File: src/hw/rtl/lcmf_pkg.sv
`default_nettype none

package lcmf_pkg;

  localparam int OP_W     = 3;
  localparam int VALUE_W  = 16;
  localparam int BRI_W    = 8;
  localparam int BYTE_W   = 8;
  localparam int IDLE_W   = 3;
  localparam int DIGITS   = 5;
  localparam int BCD_W    = DIGITS * 4;
  localparam int DIG_IDX_W = $clog2(DIGITS);
  localparam int CNT_W    = $clog2(VALUE_W);

  typedef enum logic [OP_W-1:0] {
    OP_BEGIN   = 3'd0,
    OP_RPM     = 3'd1,
    OP_ERROR   = 3'd2,
    OP_RAINBOW = 3'd3,
    OP_CLEAR   = 3'd4,
    OP_BRIGHT  = 3'd5
  } lcmf_op_t;

  localparam logic [BYTE_W-1:0] CH_MARK = 8'h21;
  localparam logic [BYTE_W-1:0] CH_NL   = 8'h0A;
  localparam logic [BYTE_W-1:0] CH_ZERO = 8'h30;
  localparam logic [BYTE_W-1:0] CH_R    = 8'h52;
  localparam logic [BYTE_W-1:0] CH_S    = 8'h53;
  localparam logic [BYTE_W-1:0] CH_E    = 8'h45;
  localparam logic [BYTE_W-1:0] CH_W    = 8'h57;
  localparam logic [BYTE_W-1:0] CH_C    = 8'h43;
  localparam logic [BYTE_W-1:0] CH_B    = 8'h42;

  localparam logic [IDLE_W-1:0] IDLE_MARK = 3'd4;
  localparam logic [IDLE_W-1:0] IDLE_BODY = 3'd2;
  localparam logic [IDLE_W-1:0] IDLE_EOM  = 3'd0;

  localparam logic [VALUE_W-1:0] SPEED_NONE = 16'hFFFF;

  typedef struct packed {
    logic               start;
    logic [VALUE_W-1:0] value;
  } lcmf_conv_ctl_t;

  typedef struct packed {
    logic             busy;
    logic [BCD_W-1:0] bcd;
  } lcmf_conv_stat_t;

endpackage

`default_nettype wire

File: src/hw/rtl/lcmf_if.sv
`default_nettype none

interface lcmf_cmd_if;
  import lcmf_pkg::*;

  logic               valid;
  logic               ready;
  logic [OP_W-1:0]    operation;
  logic [VALUE_W-1:0] rpm;
  logic [VALUE_W-1:0] speed;
  logic [BRI_W-1:0]   brightness_level;

  modport source (output valid, operation, rpm, speed, brightness_level, input ready);
  modport sink (input valid, operation, rpm, speed, brightness_level, output ready);
endinterface

interface lcmf_msg_if;
  import lcmf_pkg::*;

  logic              valid;
  logic              ready;
  logic [BYTE_W-1:0] tx_byte;
  logic [IDLE_W-1:0] idle_bits_after;
  logic              end_of_message;
  logic              last_of_run;

  modport source (output valid, tx_byte, idle_bits_after, end_of_message, last_of_run,
                  input ready);
  modport sink (input valid, tx_byte, idle_bits_after, end_of_message, last_of_run,
                output ready);
endinterface

`default_nettype wire

File: src/hw/rtl/lcmf_bcd_conv.sv
`default_nettype none

module lcmf_bcd_conv (
  input  logic                      clk,
  input  logic                      rst,
  input  lcmf_pkg::lcmf_conv_ctl_t  ctl,
  output lcmf_pkg::lcmf_conv_stat_t stat
);
  import lcmf_pkg::*;

  logic               busy;
  logic [CNT_W-1:0]   count;
  logic [VALUE_W-1:0] bin;
  logic [BCD_W-1:0]   bcd;
  logic [BCD_W-1:0]   bcd_adj;

  // add 3 to every digit that will overflow on the next shift
  always_comb begin
    for (int i = 0; i < DIGITS; i++) begin
      if (bcd[i*4 +: 4] >= 4'd5) begin
        bcd_adj[i*4 +: 4] = bcd[i*4 +: 4] + 4'd3;
      end else begin
        bcd_adj[i*4 +: 4] = bcd[i*4 +: 4];
      end
    end
  end

  always_ff @(posedge clk) begin
    if (rst) begin
      busy  <= 1'b0;
      count <= '0;
    end else if (ctl.start) begin
      busy  <= 1'b1;
      count <= '0;
      bin   <= ctl.value;
      bcd   <= '0;
    end else if (busy) begin
      bcd   <= {bcd_adj[BCD_W-2:0], bin[VALUE_W-1]};
      bin   <= {bin[VALUE_W-2:0], 1'b0};
      count <= count + 1'b1;
      if (count == CNT_W'(VALUE_W - 1)) begin
        busy <= 1'b0;
      end
    end
  end

  assign stat.busy = busy;
  assign stat.bcd  = bcd;

endmodule

`default_nettype wire

File: src/hw/rtl/led_command_message_framer.sv
`default_nettype none

// Command message framer: each accepted command word produces zero, one or two
// framed ASCII messages ('!', letter, optional decimal digits, newline) as a
// stream of byte words, one word per cycle while the sink is ready, apart from
// the wait for a number's conversion. The command port is ready only between
// runs. Marker and letter go out while a shared shift-and-add-3 unit converts
// the number to decimal; an rpm update with a speed change runs two messages
// back to back. The last word of a run is held in an output register while
// the next command is taken.
module led_command_message_framer (
  input logic        clk,
  input logic        rst,
  lcmf_cmd_if.sink   cmd,
  lcmf_msg_if.source msg
);
  import lcmf_pkg::*;

  typedef enum logic [2:0] {
    S_IDLE,
    S_MARK,
    S_LETTER,
    S_CONV,
    S_DIGIT,
    S_NEWLINE
  } state_t;

  state_t                 state;
  logic                   ready_flag;
  logic                   error_sent;
  logic [VALUE_W-1:0]     previous_speed;
  logic [VALUE_W-1:0]     speed_hold;
  logic [BYTE_W-1:0]      letter;
  logic                   has_num;
  logic                   second;
  logic [DIG_IDX_W-1:0]   dig_idx;
  logic [DIG_IDX_W-1:0]   top_idx;

  logic                   out_valid;
  logic [BYTE_W-1:0]      out_byte;
  logic [IDLE_W-1:0]      out_idle;
  logic                   out_eom;
  logic                   out_last;

  logic                   accept;
  logic                   out_free;
  logic                   word_load;
  logic                   speed_chg;
  logic                   plan_emit;
  logic [BYTE_W-1:0]      plan_letter;
  logic                   plan_has_num;
  logic                   plan_second;
  logic [3:0]             cur_digit;

  lcmf_conv_ctl_t         conv_ctl;
  lcmf_conv_stat_t        conv_stat;

  lcmf_bcd_conv u_conv (
    .clk  (clk),
    .rst  (rst),
    .ctl  (conv_ctl),
    .stat (conv_stat)
  );

  assign cmd.ready = (state == S_IDLE);
  assign accept    = cmd.valid && cmd.ready;
  assign out_free  = !out_valid || msg.ready;
  assign word_load = out_free && (state inside {S_MARK, S_LETTER, S_DIGIT, S_NEWLINE});
  assign speed_chg = (cmd.speed != previous_speed);
  assign cur_digit = conv_stat.bcd[{dig_idx, 2'b00} +: 4];

  always_comb begin
    plan_emit    = 1'b0;
    plan_letter  = CH_C;
    plan_has_num = 1'b0;
    plan_second  = 1'b0;
    case (cmd.operation)
      OP_BEGIN: begin
        plan_emit = 1'b1;
      end
      OP_RPM: begin
        plan_emit    = ready_flag;
        plan_letter  = CH_R;
        plan_has_num = 1'b1;
        plan_second  = speed_chg;
      end
      OP_ERROR: begin
        plan_emit   = ready_flag && !error_sent;
        plan_letter = CH_E;
      end
      OP_RAINBOW: begin
        plan_emit   = ready_flag;
        plan_letter = CH_W;
      end
      OP_CLEAR: begin
        plan_emit = ready_flag;
      end
      OP_BRIGHT: begin
        plan_emit    = ready_flag;
        plan_letter  = CH_B;
        plan_has_num = 1'b1;
      end
      default: ;
    endcase
  end

  always_comb begin
    conv_ctl.start = (accept && plan_emit && plan_has_num) ||
                     (state == S_NEWLINE && out_free && second);
    if (state == S_NEWLINE) begin
      conv_ctl.value = speed_hold;
    end else if (cmd.operation == OP_BRIGHT) begin
      conv_ctl.value = VALUE_W'(cmd.brightness_level);
    end else begin
      conv_ctl.value = cmd.rpm;
    end
  end

  // most significant nonzero digit, or the units digit for zero
  always_comb begin
    top_idx = '0;
    for (int i = 0; i < DIGITS; i++) begin
      if (conv_stat.bcd[i*4 +: 4] != 4'd0) begin
        top_idx = DIG_IDX_W'(i);
      end
    end
  end

  always_ff @(posedge clk) begin
    if (rst) begin
      state          <= S_IDLE;
      ready_flag     <= 1'b0;
      error_sent     <= 1'b0;
      previous_speed <= SPEED_NONE;
      second         <= 1'b0;
      out_valid      <= 1'b0;
    end else begin
      if (out_valid && msg.ready && !word_load) begin
        out_valid <= 1'b0;
      end
      case (state)
        S_IDLE: begin
          if (accept) begin
            case (cmd.operation)
              OP_BEGIN: begin
                ready_flag     <= 1'b1;
                previous_speed <= SPEED_NONE;
                error_sent     <= 1'b0;
              end
              OP_RPM: begin
                error_sent <= 1'b0;
                if (speed_chg) begin
                  previous_speed <= cmd.speed;
                end
              end
              OP_ERROR: begin
                error_sent <= 1'b1;
              end
              OP_CLEAR: begin
                previous_speed <= SPEED_NONE;
                error_sent     <= 1'b0;
              end
              default: ;
            endcase
            if (plan_emit) begin
              letter     <= plan_letter;
              has_num    <= plan_has_num;
              second     <= plan_second;
              speed_hold <= cmd.speed;
              state      <= S_MARK;
            end
          end
        end
        S_MARK: begin
          if (out_free) begin
            out_valid <= 1'b1;
            out_byte  <= CH_MARK;
            out_idle  <= IDLE_MARK;
            out_eom   <= 1'b0;
            out_last  <= 1'b0;
            state     <= S_LETTER;
          end
        end
        S_LETTER: begin
          if (out_free) begin
            out_valid <= 1'b1;
            out_byte  <= letter;
            out_idle  <= IDLE_BODY;
            out_eom   <= 1'b0;
            out_last  <= 1'b0;
            state     <= has_num ? S_CONV : S_NEWLINE;
          end
        end
        S_CONV: begin
          if (!conv_stat.busy) begin
            dig_idx <= top_idx;
            state   <= S_DIGIT;
          end
        end
        S_DIGIT: begin
          if (out_free) begin
            out_valid <= 1'b1;
            out_byte  <= CH_ZERO + {4'd0, cur_digit};
            out_idle  <= IDLE_BODY;
            out_eom   <= 1'b0;
            out_last  <= 1'b0;
            if (dig_idx == '0) begin
              state <= S_NEWLINE;
            end else begin
              dig_idx <= dig_idx - 1'b1;
            end
          end
        end
        S_NEWLINE: begin
          if (out_free) begin
            out_valid <= 1'b1;
            out_byte  <= CH_NL;
            out_idle  <= IDLE_EOM;
            out_eom   <= 1'b1;
            out_last  <= !second;
            if (second) begin
              second  <= 1'b0;
              letter  <= CH_S;
              has_num <= 1'b1;
              state   <= S_MARK;
            end else begin
              state <= S_IDLE;
            end
          end
        end
        default: state <= S_IDLE;
      endcase
    end
  end

  assign msg.valid           = out_valid;
  assign msg.tx_byte         = out_byte;
  assign msg.idle_bits_after = out_idle;
  assign msg.end_of_message  = out_eom;
  assign msg.last_of_run     = out_last;

endmodule

`default_nettype wire

File: src/flat_wrapper.sv
// flat-port wrapper written by rule: the top's interface ports become plain ports
module led_command_message_framer_flat import lcmf_pkg::*;
  (clk, rst, cmd_valid, cmd_operation, cmd_rpm, cmd_speed, cmd_brightness_level, cmd_ready, msg_valid, msg_tx_byte, msg_idle_bits_after, msg_end_of_message, msg_last_of_run, msg_ready);
  lcmf_cmd_if cmd_i ();
  lcmf_msg_if msg_i ();
  input logic clk;
  input logic rst;
  input wire logic [$bits(cmd_i.valid)-1:0] cmd_valid;
  input wire logic [$bits(cmd_i.operation)-1:0] cmd_operation;
  input wire logic [$bits(cmd_i.rpm)-1:0] cmd_rpm;
  input wire logic [$bits(cmd_i.speed)-1:0] cmd_speed;
  input wire logic [$bits(cmd_i.brightness_level)-1:0] cmd_brightness_level;
  output wire logic [$bits(cmd_i.ready)-1:0] cmd_ready;
  output wire logic [$bits(msg_i.valid)-1:0] msg_valid;
  output wire logic [$bits(msg_i.tx_byte)-1:0] msg_tx_byte;
  output wire logic [$bits(msg_i.idle_bits_after)-1:0] msg_idle_bits_after;
  output wire logic [$bits(msg_i.end_of_message)-1:0] msg_end_of_message;
  output wire logic [$bits(msg_i.last_of_run)-1:0] msg_last_of_run;
  input wire logic [$bits(msg_i.ready)-1:0] msg_ready;
  assign cmd_i.valid = cmd_valid;
  assign cmd_i.operation = cmd_operation;
  assign cmd_i.rpm = cmd_rpm;
  assign cmd_i.speed = cmd_speed;
  assign cmd_i.brightness_level = cmd_brightness_level;
  assign cmd_ready = cmd_i.ready;
  assign msg_valid = msg_i.valid;
  assign msg_tx_byte = msg_i.tx_byte;
  assign msg_idle_bits_after = msg_i.idle_bits_after;
  assign msg_end_of_message = msg_i.end_of_message;
  assign msg_last_of_run = msg_i.last_of_run;
  assign msg_i.ready = msg_ready;
  led_command_message_framer u_core (.clk(clk), .rst(rst), .cmd(cmd_i), .msg(msg_i));
endmodule
File: config.mk
export PLATFORM = sky130hd
export DESIGN_NAME = led_command_message_framer_flat
export DESIGN_NICKNAME = d
export VERILOG_FILES = /design/src/hw/rtl/lcmf_pkg.sv /design/src/hw/rtl/lcmf_if.sv /design/src/hw/rtl/lcmf_bcd_conv.sv /design/src/hw/rtl/led_command_message_framer.sv /design/src/flat_wrapper.sv
export SDC_FILE = /design/constraint.sdc
export NUM_CORES = 1
export LEC_CHECK = 0
export ABC_AREA = 1
export BUFFER_PORTS_ARGS = -buffer_cell sky130_fd_sc_hd__buf_4
export CORE_UTILIZATION = 35
export CTS_BUF_LIST = sky130_fd_sc_hd__clkbuf_8
export CTS_CLUSTER_SIZE = 8
export DETAILED_ROUTE_END_ITERATION = 16
export SLEW_MARGIN = 20
export SYNTH_ARGS = -nofsm -noshare
export SYNTH_HDL_FRONTEND = slang
export SYNTH_SLANG_ARGS = --single-unit
export TNS_END_PERCENT = 100
File: constraint.sdc
create_clock -name clk -period 3.4 [get_ports clk]
set_input_delay 0.34 -clock clk [delete_from_list [all_inputs] [get_ports clk]]
set_output_delay 0.34 -clock clk [all_outputs]
set_load 0.02 [all_outputs]
Word-level counts from Yosys, hierarchy flattened
Index checks and enable logic that the tools add are counted.
- output and inout bits: 15
- input bits: 47
- register bits: 105
- word-level logic and storage cells: 176
- muxes and demuxes: 68
- equality and inequality tests: 25
- reduce and logical (&&, ||, !) cells: 50
- shifts and indexed selects: 1
- magnitude comparators: 5
- $add $sub $neg: 8
- bitwise operators: 1
- operators with widths (operator ; number):
    $mux W16 ; 5
    $mux W8 ; 8
    $mux W3 ; 16
    $pmux W16 S2 ; 1
    $pmux W8 S4 ; 1
    $ge A4 B3 Y1 const B ; 5
    $mux W20 ; 1
    $pmux W5 S4 ; 1
    $reduce_bool A4 Y1 ; 5
    $shiftx A20 B6 Y4 ; 1
    $mux W1 ; 19
    $pmux W3 S6 ; 1
    $add A4 B2 Y4 const B ; 4
    $mux W4 ; 4
    $ne A16 B16 Y1 ; 1
    $ne A2 B1 Y1 const B ; 8
    $pmux W8 S2 ; 1
    $reduce_and A4 Y1 ; 4
    $eq A3 B2 Y1 const B ; 4
    $eq A3 B3 Y1 const B ; 4
    $reduce_and A6 Y1 ; 2
    $reduce_bool A2 Y1 ; 6
    $ne A2 B2 Y1 const B ; 5
    $pmux W1 S2 ; 5
    23 further kinds ; 46

Depth between registers and ports, before layout
- depth after elaboration: 8
- gate-level depth with buffers: 11
- depth with buffers taken out: 10

Cells and area by module
From an unflattened synthesis, not the netlist that was laid out.
- cells, all modules: 715
- area total of the unflattened synthesis: 5597.9 µm²
- by module, submodules not included (module ; area each (µm²) ; sequential area each (µm²) ; times used ; cells each):
    led_command_message_framer ; 3414.5 ; 1511.4 ; 1 ; 458
    lcmf_bcd_conv ; 2183.3 ; 1181.1 ; 1 ; 257

Worst setup path after synthesis
OpenSTA, ideal clock, no wires.
- kind: input -> register
- from: input cmd_operation[0]
- to: register u_core.speed_hold[0], enable pin
- cell stages on the path: 5
- data required time: 2.991 ns
- setup time: 0.409 ns
- data arrival time: 1.920 ns
- path slack: 1.071 ns
- path through: nor2_2 > inv_2 > o21ai_2 > nand2_1 > nor3_1
- word-level cells in the longest chain between the ends: 4
- ends and longest elaborated chain (item ; line ; RTL):
    start: declaration ; flat_wrapper.sv:9 ; input wire logic [$bits(cmd_i.operation)-1:0] cmd_operation;
    $eq A3 B2 Y1 (tied with other cells) ; led_command_message_framer.sv:77 ; case (cmd.operation)
    $reduce_or A4 Y1 (no source line) ; -- ;
    $pmux W1 S3 * ; led_command_message_framer.sv:77 ;
    $reduce_and A4 Y1 (no source line) * ; -- ;
    end signal: assignment ; led_command_message_framer.sv:169 ; speed_hold <= cmd.speed;
    end: declaration ; led_command_message_framer.sv:32 ; logic [VALUE_W-1:0] speed_hold;
Mark *: on every way between the ends. The rest lies on a longest branch, timed or not.
A chain may end at the register's enable or synchronous reset.

Final worst setup path
- from: register u_core.state[1]
- to: register u_core.letter[0], enable pin
- word-level cells in the longest chain between the ends: 4
- ends and longest elaborated chain (item ; line ; RTL):
    start: declaration ; led_command_message_framer.sv:28 ; state_t state;
    start signal: assignment ; led_command_message_framer.sv:191 ; state <= has_num ? S_CONV : S_NEWLINE;
    $logic_not A3 Y1 ; led_command_message_framer.sv:65, led_command_message_framer.sv:141 ;
    $logic_and A1 B1 Y1 ; led_command_message_framer.sv:66 ; assign accept = cmd.valid && cmd.ready;
    $ne A2 B2 Y1 (no source line) ; -- ;
    $reduce_and A6 Y1 (no source line) * ; -- ;
    end signal: assignment ; led_command_message_framer.sv:166 ; letter <= plan_letter;
    end: declaration ; led_command_message_framer.sv:33 ; logic [BYTE_W-1:0] letter;
Marked as above.

==> run metrics <==
most common cell in the netlist nand2_1; hold crit path type input port to flop; mapped cell area 5310 sq um; cells along the critical path inv_1 > nand3_1 > buf_4 > nor2_1 > a21oi_1 > nand2_1 > nor3_1; max_cap viols 0; I/O pin total 62; Die W 125 microns; min Tclk post-route 2.03 ns; CP peak stage delay 0.47 ns; Max-slew headroom 60.5%; reg2reg start u_core.state[1]; top cell type's share of synthesized area 40.1%; diode count 0; #FFs+latches synth 99; slowest cell on the critical path nor3_1; Die ar. 15,700 sq um; clock slew at reported path FFs 0.10 ns; status finished, final reports clean; worst-case vdd ir drop 0.000252 V; DRC violations left 0; critical path required time 3.42 ns; CTS tree done; DP HPWL 8.59 mm; vias in the first global route 4,170; Crit path max-delay family simple AND/OR/NAND/NOR gates; Tot GR Track Use 15.8%; clock skew 0.0118 ns; synth cell count leaders nand2_1, inv_1, edfxtp_1; First-pass DRT Iterations 7; Setup TNS 0 ns; total routed wirelength 11.7 mm; final period utilization 59.8%; Fin. Hold Viols 0; first-pass GRT wire length 19.7 mm; total congestion overflow 0; CP Launch Point u_core.state[1]; area growth from synthesis to layout 15.2%; gpl congestion 0.836; post-cts sizing count 0; worst-path maximum fanout 42; vias per inst 4.88; CP Launch Type flop; CTS root buffer clkbuf_8; crit path kind flop to flop; Synth area leaders edfxtp_1, nand2_1, dfxtp_1; Num CTS Buffers 9; clk sinks 99; clk buf depth 2; Setup WS post-layout 1.37 ns; vias 4,345; RSZ-0062 raised after global routing false; library cells used by synthesis 37; clk_lat worst skew 0.38 ns; Slew Viols, Final 0; Hold Startpoint cmd_speed[5]; Row Count 44; Async SR Flop Fraction 0%; Chip Height 125 microns; Post-synth EDFFs 71; Iteration-0 DRC Markers 322; Synth Warn # 0; Setup Buffers After CTS 0; ANT nets after route 0; initial antenna violation count 0; number of port buffers 59; post-synth top area cell edfxtp_1; Cells after Synth 648; CTS H-tree depth 3; share of cells above drive strength 1 14.4%; sequential share of the synthesized area 50.7%; Synth Area per Inst 8.20 sq um; final setup violation count 0; Fmax 0.492 GHz; Leak 0.00294 uW; Crit. End Element flop; routed len/inst 13.2 microns; Worst Tran Pin Value 0.587 ns; largest net degree at the start of global routing 43; Power Density 520 nW/um^2; worst slack, placed 1.09 ns; WP data arrival 2.05 ns; Hold-fix buffers, CTS 0; top_reg_cell synth edfxtp_1; Initial Util 36.3%; number of nets in the layout 762; Buf+Inv Stages, Crit Path 2; floorplan core area 14,600 sq um
==> worst register-to-register path, stage by stage (launching register included) <==
cell and delay (ns):
dfxtp_1 0.35, inv_1 0.08, nand3_1 0.09, buf_4 0.38, nor2_1 0.10, a21oi_1 0.13, nand2_1 0.10, nor3_1 0.47
==> cell type report <==
cell class	count	area (sq um)
Clock inverter	6	62.6
Multi-Input combinational cell	442	2180
Tap cell	184	230
Inverter	86	323
Fill cell	1472	8530
Clock buffer	10	138
Timing Repair Buffer	64	493
Sequential cell	99	2690
==> registers in the layout, indices dropped and copies added, names as in the netlist, 2 cells and up <==
name,cells
u_core.speed_hold,16
u_core.state,3
u_core.letter,4
u_core.u_conv.count,4
u_core.u_conv.bcd,20
u_core.previous_speed,16
u_core.msg.idle_bits_after,2
u_core.msg.tx_byte,7
u_core.u_conv.bin,16
u_core.dig_idx,3
==> final timing paths <==
path                                                 end  slack, ns  cells past startpoint
worst max-delay path                    u_core.letter[0]       1.37                      7
worst min-delay path                u_core.speed_hold[5]       0.15                      1
worst max register to register          u_core.letter[0]       1.37                      7
worst min register to register  u_core.previous_speed[0]       0.49                      2
==> kinds of logic (layout without fill, tap and decap cells) <==
group / after synthesis / after routing / share of synthesized area, %
muxes: 3 / 3 / 0.565
adders and majority gates: 13 / 13 / 3.06
AOI/OAI and AO/OA: 83 / 83 / 9.05
DFF: 99 / 99 / 50.7
and+or+nand+nor: 333 / 333 / 26.8
xor gates and xnor gates: 8 / 8 / 1.32
buffers and inverters: 108 / 166 / 8.43
other: 1 / 2 / 0.0706
==> stage by stage <==
stage / power [uW] / util [%] / instance area [sq um] / hold WS (ns) / cells
final: 3180 / 41.8 / 6120 / 0.151 / 891
after global routing: 3370 / 41.8 / 6120 / 0.118 / 891
after CTS: 3220 / 41.8 / 6120 / 0.125 / 891
after detailed placement: 2430 / 40.4 / 5920 / 0.470 / 875
after global placement: 2410 / 40.4 / 5920 / 0.460 / 875
after floorplan: 2150 / - / 5320 / 0.412 / 649
==> report_power, final <==
group | internal (uW) | total [uW] | switching [uW]
sequential | 1470 | 1550 | 77.9
clock | 361 | 783 | 421
combinational | 300 | 853 | 553
total | 2130 | 3180 | 1050
==> layout by cell type, fill, tap and decap left out, drive strengths merged, types with 3 or more instances in the layout <==
cell,count
xor2,6
inv,88
a21oi,29
nand3,58
nand2,197
o211ai,16
ha,13
nand4,6
o21a,3
o21ai,28
nor2,59
clkbuf,10
mux2i,3
nor3,7
clkinv,3
or2,4
dfxtp,28
buf,64
edfxtp,71
==> layer usage <==
metal / GRT usage (%) / part of all wire, % / up-vias
li1: - / - / 2232
met4: 6.17 / 2.2 / 0
met2: 25.2 / 45 / 114
met5: 0 / 0 / -
met1: 20.4 / 47 / 1979
met3: 4.07 / 5.4 / 20
(Power assumes the default switching activity.)
